==> src/hw/rtl/sha256_pkg.sv <==
// ----------------------------------------------------------------------------
// SHA-256 package
// Round constants, initial hash values and the sigma functions.
// ----------------------------------------------------------------------------
package sha256_pkg;

	localparam int unsigned WordWidth  = 32;
	localparam int unsigned NumRounds  = 64;
	localparam int unsigned SchedDepth = 16;
	localparam int unsigned HashWords  = 8;

	typedef logic [WordWidth-1:0] word_t;

	localparam word_t KTable [NumRounds] = '{
		32'h428a2f98, 32'h71374491, 32'hb5c0fbcf, 32'he9b5dba5,
		32'h3956c25b, 32'h59f111f1, 32'h923f82a4, 32'hab1c5ed5,
		32'hd807aa98, 32'h12835b01, 32'h243185be, 32'h550c7dc3,
		32'h72be5d74, 32'h80deb1fe, 32'h9bdc06a7, 32'hc19bf174,
		32'he49b69c1, 32'hefbe4786, 32'h0fc19dc6, 32'h240ca1cc,
		32'h2de92c6f, 32'h4a7484aa, 32'h5cb0a9dc, 32'h76f988da,
		32'h983e5152, 32'ha831c66d, 32'hb00327c8, 32'hbf597fc7,
		32'hc6e00bf3, 32'hd5a79147, 32'h06ca6351, 32'h14292967,
		32'h27b70a85, 32'h2e1b2138, 32'h4d2c6dfc, 32'h53380d13,
		32'h650a7354, 32'h766a0abb, 32'h81c2c92e, 32'h92722c85,
		32'ha2bfe8a1, 32'ha81a664b, 32'hc24b8b70, 32'hc76c51a3,
		32'hd192e819, 32'hd6990624, 32'hf40e3585, 32'h106aa070,
		32'h19a4c116, 32'h1e376c08, 32'h2748774c, 32'h34b0bcb5,
		32'h391c0cb3, 32'h4ed8aa4a, 32'h5b9cca4f, 32'h682e6ff3,
		32'h748f82ee, 32'h78a5636f, 32'h84c87814, 32'h8cc70208,
		32'h90befffa, 32'ha4506ceb, 32'hbef9a3f7, 32'hc67178f2
	};

	localparam word_t IvTable [HashWords] = '{
		32'h6a09e667, 32'hbb67ae85, 32'h3c6ef372, 32'ha54ff53a,
		32'h510e527f, 32'h9b05688c, 32'h1f83d9ab, 32'h5be0cd19
	};

	function automatic word_t rotr(input word_t x, input int unsigned n);
		rotr = (x >> n) | (x << (WordWidth - n));
	endfunction

	function automatic word_t bsig0(input word_t x);
		bsig0 = rotr(x, 2) ^ rotr(x, 13) ^ rotr(x, 22);
	endfunction

	function automatic word_t bsig1(input word_t x);
		bsig1 = rotr(x, 6) ^ rotr(x, 11) ^ rotr(x, 25);
	endfunction

	function automatic word_t ssig0(input word_t x);
		ssig0 = rotr(x, 7) ^ rotr(x, 18) ^ (x >> 3);
	endfunction

	function automatic word_t ssig1(input word_t x);
		ssig1 = rotr(x, 17) ^ rotr(x, 19) ^ (x >> 10);
	endfunction

endpackage

==> src/hw/rtl/sha256_message_hasher.sv <==
// ----------------------------------------------------------------------------
// SHA-256 message hasher
// Absorbs a message byte by byte, pads it and returns the digest as words.
// ----------------------------------------------------------------------------
// Usage:
// The input channel carries one item per transfer: data_byte with byte_valid,
// and end_of_message on the last item. A byte transfer that does not complete
// a block is taken without a stall. The 16-word block buffer lives in a
// synchronous memory with one write and one read port, registered data.
// A full block starts the compression. Each round reads four schedule words
// through the single read port (ST_RD), forms the schedule word (ST_ROUND)
// and runs the round itself (ST_FOLD). A final step (ST_SUM) adds the working
// variables into the hash; in_stall is high throughout the compression.
// On end_of_message the block inserts the pad byte, zero fill and bit length
// itself, one byte per cycle between compressions, and compresses one or two
// blocks; it then returns eight transfers of digest_word, index 0 first,
// last_word on index 7. in_stall stays high from the end mark until the
// eighth word has left. While out_stall is high, the word holds and the block
// waits. Reset clears the control state and loads the initial hash.
// ----------------------------------------------------------------------------
module sha256_message_hasher
	import sha256_pkg::*;
(
	input  logic        clk,
	input  logic        arst_n,
	input  logic        in_valid,
	output logic        in_stall,
	input  logic [7:0]  data_byte,
	input  logic        byte_valid,
	input  logic        end_of_message,
	output logic        out_valid,
	input  logic        out_stall,
	output logic [31:0] digest_word,
	output logic [2:0]  word_index,
	output logic        last_word
);

	typedef enum logic [2:0] {
		ST_IDLE,
		ST_PAD,
		ST_RD,
		ST_ROUND,
		ST_FOLD,
		ST_SUM,
		ST_OUT
	} state_t;

	state_t      state_q;
	word_t       hash_q [HashWords];
	word_t       var_q [HashWords];
	logic [63:0] bit_count_q;
	logic [63:0] len_q;
	logic [5:0]  pos_q;
	logic [6:0]  round_q;
	logic [1:0]  phase_q;
	logic        padding_q;
	logic        ending_q;
	logic        wrap_q;
	logic        len_written_q;
	logic [2:0]  out_idx_q;
	word_t       acc_q;
	word_t       w15_q;
	word_t       w2_q;
	word_t       w7_q;
	word_t       w_q;

	// Block buffer and rolling schedule memory.
	word_t       mem [SchedDepth];
	logic        mem_we;
	logic [3:0]  mem_waddr;
	word_t       mem_wdata;
	logic [3:0]  mem_raddr;
	word_t       mem_rdata_q;

	always_ff @(posedge clk) begin
		if (mem_we) begin
			mem[mem_waddr] <= mem_wdata;
		end
		mem_rdata_q <= mem[mem_raddr];
	end

	// Byte currently being absorbed: message byte or padding byte.
	logic       absorb;
	logic [7:0] abs_byte;
	logic [7:0] pad_byte;
	word_t      word_next;
	logic [5:0] pos_next;
	logic       wrap_now;

	// The pad byte comes first; the length goes in the last eight bytes of the
	// block, unless the pad byte itself landed there and pushed it one block on.
	always_comb begin
		pad_byte = 8'h00;
		if (!padding_q) begin
			pad_byte = 8'h80;
		end else if (pos_q >= 6'd56 && !wrap_q) begin
			pad_byte = len_q[{3'd7 - pos_q[2:0], 3'b000} +: 8];
		end
	end

	assign absorb   = (state_q == ST_IDLE && in_valid && byte_valid) || (state_q == ST_PAD);
	assign abs_byte = (state_q == ST_PAD) ? pad_byte : data_byte;
	assign pos_next = pos_q + 6'd1;
	assign wrap_now = wrap_q || (!padding_q && pos_q >= 6'd56);

	always_comb begin
		word_next = (pos_q[1:0] == 2'd0) ? 32'd0 : acc_q;
		word_next[{2'd3 - pos_q[1:0], 3'b000} +: 8] = abs_byte;
	end

	// Round datapath.
	word_t t1;
	word_t t2;
	word_t w_new;

	assign w_new = ssig1(w2_q) + w7_q + ssig0(w15_q) + mem_rdata_q;
	always_comb begin
		t1 = var_q[7] + bsig1(var_q[4]) + ((var_q[4] & var_q[5]) ^ (~var_q[4] & var_q[6]))
			+ KTable[round_q[5:0]] + w_q;
		t2 = bsig0(var_q[0]) + ((var_q[0] & var_q[1]) ^ (var_q[0] & var_q[2])
			^ (var_q[1] & var_q[2]));
	end

	// Memory port control.
	always_comb begin
		mem_we    = 1'b0;
		mem_waddr = pos_q[5:2];
		mem_wdata = word_next;
		mem_raddr = round_q[3:0];
		if (absorb && pos_q[1:0] == 2'd3) begin
			mem_we = 1'b1;
		end
		if (state_q == ST_RD) begin
			case (phase_q)
				2'd0:    mem_raddr = round_q[3:0] - 4'd15;
				2'd1:    mem_raddr = round_q[3:0] - 4'd2;
				2'd2:    mem_raddr = round_q[3:0] - 4'd7;
				default: mem_raddr = round_q[3:0];
			endcase
		end
		if (state_q == ST_ROUND && round_q >= 7'd16) begin
			mem_we    = 1'b1;
			mem_waddr = round_q[3:0];
			mem_wdata = w_new;
		end
	end

	assign in_stall    = (state_q != ST_IDLE);
	assign out_valid   = (state_q == ST_OUT);
	assign digest_word = hash_q[out_idx_q];
	assign word_index  = out_idx_q;
	assign last_word   = (out_idx_q == 3'd7);

	// Sequencer: absorb, pad, rounds, fold and digest output.
	always_ff @(posedge clk or negedge arst_n) begin
		if (!arst_n) begin
			state_q     <= ST_IDLE;
			bit_count_q <= '0;
			len_q       <= '0;
			pos_q       <= '0;
			round_q     <= '0;
			phase_q     <= '0;
			padding_q   <= 1'b0;
			ending_q    <= 1'b0;
			out_idx_q   <= '0;
			acc_q       <= '0;
			w15_q       <= '0;
			w2_q        <= '0;
			w7_q        <= '0;
			w_q         <= '0;
			for (int i = 0; i < HashWords; i++) begin
				hash_q[i] <= IvTable[i];
				var_q[i]  <= '0;
			end
		end else begin
			if (absorb) begin
				acc_q <= word_next;
				pos_q <= pos_next;
			end
			case (state_q)
				ST_IDLE: begin
					if (in_valid) begin
						if (byte_valid) begin
							bit_count_q <= bit_count_q + 64'd8;
						end
						if (end_of_message) begin
							len_q     <= bit_count_q + (byte_valid ? 64'd8 : 64'd0);
							ending_q  <= 1'b1;
							padding_q <= 1'b0;
						end
						if (byte_valid && pos_next == 6'd0) begin
							state_q <= ST_RD;
							round_q <= '0;
							phase_q <= '0;
							for (int i = 0; i < HashWords; i++) begin
								var_q[i] <= hash_q[i];
							end
						end else if (end_of_message) begin
							state_q <= ST_PAD;
						end
					end
				end
				ST_PAD: begin
					padding_q <= 1'b1;
					if (pos_next == 6'd0) begin
						state_q <= ST_RD;
						round_q <= '0;
						phase_q <= '0;
						for (int i = 0; i < HashWords; i++) begin
							var_q[i] <= hash_q[i];
						end
					end
				end
				ST_RD: begin
					phase_q <= phase_q + 2'd1;
					case (phase_q)
						2'd1:    w15_q <= mem_rdata_q;
						2'd2:    w2_q  <= mem_rdata_q;
						2'd3:    w7_q  <= mem_rdata_q;
						default: ;
					endcase
					if (phase_q == 2'd3) begin
						state_q <= ST_ROUND;
					end
				end
				ST_ROUND: begin
					// The read data now holds the window word of this round.
					w_q     <= (round_q < 7'd16) ? mem_rdata_q : w_new;
					state_q <= ST_FOLD;
					phase_q <= 2'd0;
				end
				ST_FOLD: begin
					// One SHA-256 round with the word now held in w_q.
					var_q[7] <= var_q[6];
					var_q[6] <= var_q[5];
					var_q[5] <= var_q[4];
					var_q[4] <= var_q[3] + t1;
					var_q[3] <= var_q[2];
					var_q[2] <= var_q[1];
					var_q[1] <= var_q[0];
					var_q[0] <= t1 + t2;
					if (round_q == 7'(NumRounds - 1)) begin
						round_q <= '0;
						state_q <= ST_SUM;
					end else begin
						round_q <= round_q + 7'd1;
						state_q <= ST_RD;
					end
				end
				ST_SUM: begin
					// Add the working variables into the hash and pick what follows.
					for (int i = 0; i < HashWords; i++) begin
						hash_q[i] <= hash_q[i] + var_q[i];
					end
					out_idx_q <= '0;
					if (!ending_q) begin
						state_q <= ST_IDLE;
					end else if (len_written_q) begin
						state_q <= ST_OUT;
					end else begin
						state_q <= ST_PAD;
					end
				end
				ST_OUT: begin
					if (!out_stall) begin
						out_idx_q <= out_idx_q + 3'd1;
						if (out_idx_q == 3'd7) begin
							state_q     <= ST_IDLE;
							ending_q    <= 1'b0;
							padding_q   <= 1'b0;
							bit_count_q <= '0;
							pos_q       <= '0;
							for (int i = 0; i < HashWords; i++) begin
								hash_q[i] <= IvTable[i];
							end
						end
					end
				end
				default: state_q <= ST_IDLE;
			endcase
		end
	end

	// The final block is the one whose length field was written. A pad byte in
	// the last eight bytes of a block moves the length to the next block.
	always_ff @(posedge clk or negedge arst_n) begin
		if (!arst_n) begin
			len_written_q <= 1'b0;
			wrap_q        <= 1'b0;
		end else begin
			if (state_q == ST_OUT && !out_stall && out_idx_q == 3'd7) begin
				len_written_q <= 1'b0;
			end else if (state_q == ST_PAD && pos_q == 6'd63 && !wrap_now) begin
				len_written_q <= 1'b1;
			end
			if (state_q == ST_PAD && pos_q == 6'd63) begin
				wrap_q <= 1'b0;
			end else if (state_q == ST_PAD && wrap_now) begin
				wrap_q <= 1'b1;
			end
		end
	end

endmodule
==> config.mk <==
export PLATFORM = sky130hd
export DESIGN_NAME = sha256_message_hasher
export DESIGN_NICKNAME = d
export VERILOG_FILES = /design/src/hw/rtl/sha256_pkg.sv /design/src/hw/rtl/sha256_message_hasher.sv
export SDC_FILE = /design/constraint.sdc
export NUM_CORES = 2
export LEC_CHECK = 0
export ABC_AREA = 1
export BUFFER_PORTS_ARGS = -buffer_cell sky130_fd_sc_hd__buf_2
export CAP_MARGIN = 20
export CORE_UTILIZATION = 24
export CTS_CLUSTER_DIAMETER = 80
export CTS_CLUSTER_SIZE = 40
export DETAILED_ROUTE_END_ITERATION = 16
export PLACE_DENSITY = 0.48
export SYNTH_ARGS = -nofsm -noshare
export SYNTH_HDL_FRONTEND = slang
export SYNTH_SLANG_ARGS = --single-unit
==> constraint.sdc <==
create_clock -name clk -period 9.7 [get_ports clk]
set_clock_uncertainty 0.05 [all_clocks]
set_input_delay 1.94 -clock clk [delete_from_list [all_inputs] [get_ports clk]]
set_output_delay 1.94 -clock clk [all_outputs]
set_load 0.1 [all_outputs]
==> out/results.ini <==
[outcome]
outcome = completed

[detailed_routing]
routed_wl_mm = 392
firstDrtPassIters = 7
dr.first_iter.drc_count = 7726
detail_route.wl_per_cell_microns = 24.0
dr_total_vias = 80791
postRouteAntennaNets = 0
avgViaCountPerCell = 4.95
drc = 0

[yosys]
yosys.cell_types.count = 69
seq_area_frac_synth_pct = 40.2
synth_area_leaders = dfrtp_1 19%, edfxtp_1 17%, nand2_1 8.0%, o21ai_0 7.6%, inv_1 6.4%
synthTopCellsByCount = 1952 x nand2_1, 1563 x inv_1, 1390 x o21ai_0, 1039 x nor2_1, 709 x a21oi_1
synth_largest_area_cell = dfrtp_1
syn_area_sq_mm = 0.0912
syn-num-nets = 12008
synth_most_common_cell = nand2_1
synth_top_area_share_pct = 18.7
syn-instance-count = 11385
synth-edff-count = 512
async_reset_ff_share_pct = 60.1
yosysWarnings = 0
ys.flop_type = dfrtp_1
ys_ff_latch = 1363
synth_area_per_cell_sq_um = 8.01

[timing]
fin_crit_sh_pct = 87.7
fmax_ghz = 0.118
setup_ws_ns = 1.20
tns_ns = 0
hold_viol_final = 0
relSlewSlack_pct = 15.5
slew_viol_final = 0
worstMarginPinSlew_ns = 1.26
setup_viol = 0
fin_crit_ns = 8.50
rsz0062_at_grt = false

[setup_path]
critPathLaunchType = flop
arrival_ns = 9.15
path_class = reg -> reg
endpoint_kind = flop
worstPathRequired_ns = 10.34
cp_max_fo = 15
max_stage_delay_ns = 0.65
cp_slowest_cell = dfrtp_1
cpMostUsedCell = nand2_1

[place]
dpl.hpwl_mm = 298
routabilityCongestion = 0.982
io_buffers = 51
pre_cts_slack_ns = 1.34

[global_routing]
busiest_layer = met2
grt_use_met2_pct = 32.3
grtUsageMet3_pct = 1.87
grtUsageTotal_pct = 19.9
grt_pass1_vias = 77302
grt_pass1_wl_mm = 560
met1_usage_pct = 27.2
antenna_found_initial = 12
grt_max_degree = 202
grt_overflow = 0

[die]
initial_core_util_pct = 24.1
rows = 226
core_sq_mm = 0.379
io_pins = 52
die_w_microns = 619
die_area_sq_mm = 0.383
dieHeight_microns = 619

[clocking]
clock_latency_ns = 0.92
clockBufferDepth = 4
cts_buffers = 102
h-tree-depth = 3
cts_setup_buffers = 0
hold_buffers = 0
path_clk_slew_ns = 0.08
clock_sinks = 1363
cts_tree = yes
root_buffer = clkbuf_16
post_cts_resized = 0

[layout]
area_growth_pct = 10.7
final_nets = 11843
final_layout_size_suffix_gt1_share_pct = 5.42

[worst_hold_path]
hold_path_class = reg -> reg

[flow_run]
cap_violations = 0

flip-flops by register name, indices dropped and copies added (netlist names), 7 cells and up:
| signal | cells |
|---|---|
| mem_rdata_q | 32 |
| round_q | 7 |
| mem | 512 |
| hash_q | 256 |
| w_q | 32 |
| w15_q | 32 |
| w7_q | 32 |
| len_q | 61 |
| var_q | 256 |
| w2_q | 32 |
| acc_q | 32 |
| bit_count_q | 61 |
metrics by stage:
step                cell area [sq um]  cells  utilization [%]  hold WS [ns]
floorplan                       91200  11385                -         0.393
global placement                97300  16130             25.7         0.409
detailed placement              97300  16131             25.7         0.413
CTS                            101000  16316             26.7         0.437
global route                   101000  16320             26.7         0.446
finish                         101000  16322             26.7         0.431
layout by cell type (no fill, tap or decap), drive strengths merged, types with 8 or more instances in the layout:
master	n
a211oi	23
a21boi	39
a21o	64
a21oi	710
a221oi	24
a22oi	26
a31oi	124
buf	194
clkbuf	116
clkinv	32
dfrtp	683
dfstp	136
dfxtp	32
edfxtp	512
fa	197
ha	412
inv	1615
nand2	1957
nand3	364
nand3b	8
nand4	96
nor2	1048
nor3	139
nor4	39
o211ai	278
o21a	31
o21ai	1465
o21bai	84
o221ai	108
o22ai	173
o31ai	16
or2	26
xnor2	191
xor2	278
layout make-up:
class	instances	area, sq um
antenna	5	12.5
clock buffer	116	2700
clock inverter	69	991
fill	41390	278000
inverter	1584	5980
multi-input combinational	7975	46900
sequential	1363	36700
tap	5016	6280
timing repair buffer	194	1460
worst paths after layout:
path                                   startpoint                      end  slack [ns]  cells past startpoint
max                        round_q[0]$_DFFE_PN0P_   var_q[255]$_DFFE_PN0P_        1.20                     39
min                         len_q[62]$_DFFE_PN0P_    len_q[62]$_DFFE_PN0P_        0.43                      2
max reg2reg                round_q[0]$_DFFE_PN0P_   var_q[255]$_DFFE_PN0P_        1.20                     39
min reg2reg                 len_q[62]$_DFFE_PN0P_    len_q[62]$_DFFE_PN0P_        0.43                      2
max in group asynchronous                  arst_n     acc_q[6]$_DFFE_PN0N_        6.62                      3
min in group asynchronous                  arst_n  hash_q[211]$_DFFE_PN0P_        1.02                      1
worst max-delay path, delay by kind of cell, from the launching register on:
kind            cells  cell delay [ns]
xor+xnor            1             0.33
simple gates       16             1.95
buf+inv             8             0.97
flops               1             0.65
fa+ha+maj           6             2.15
compound gates      8             2.17
cell families (layout without fill, tap and decap cells):
| family | count (synthesis) | in the layout | synth area share (%) |
|---|---|---|---|
| AND/OR/NAND/NOR | 3691 | 3691 | 16.5 |
| AO/OA/AOI/OAI | 3206 | 3206 | 20.3 |
| buffers and inverters | 2047 | 1963 | 8.55 |
| flip-flops | 1363 | 1363 | 40.2 |
| adder cells (fa/ha/maj) | 609 | 609 | 9.97 |
| XOR/XNOR | 469 | 469 | 4.50 |
| other | 0 | 5 | 0 |
routing by layer:
layer  vias up  wire length, microns
li1      38129                     -
met1     39734                177000
met2      2415                179000
met3       509                 19100
met4         4                 17100
met5         -                    23
Power is not shown: default switching activity piles up to over one toggle a cycle in this logic, so the estimate is an artifact.
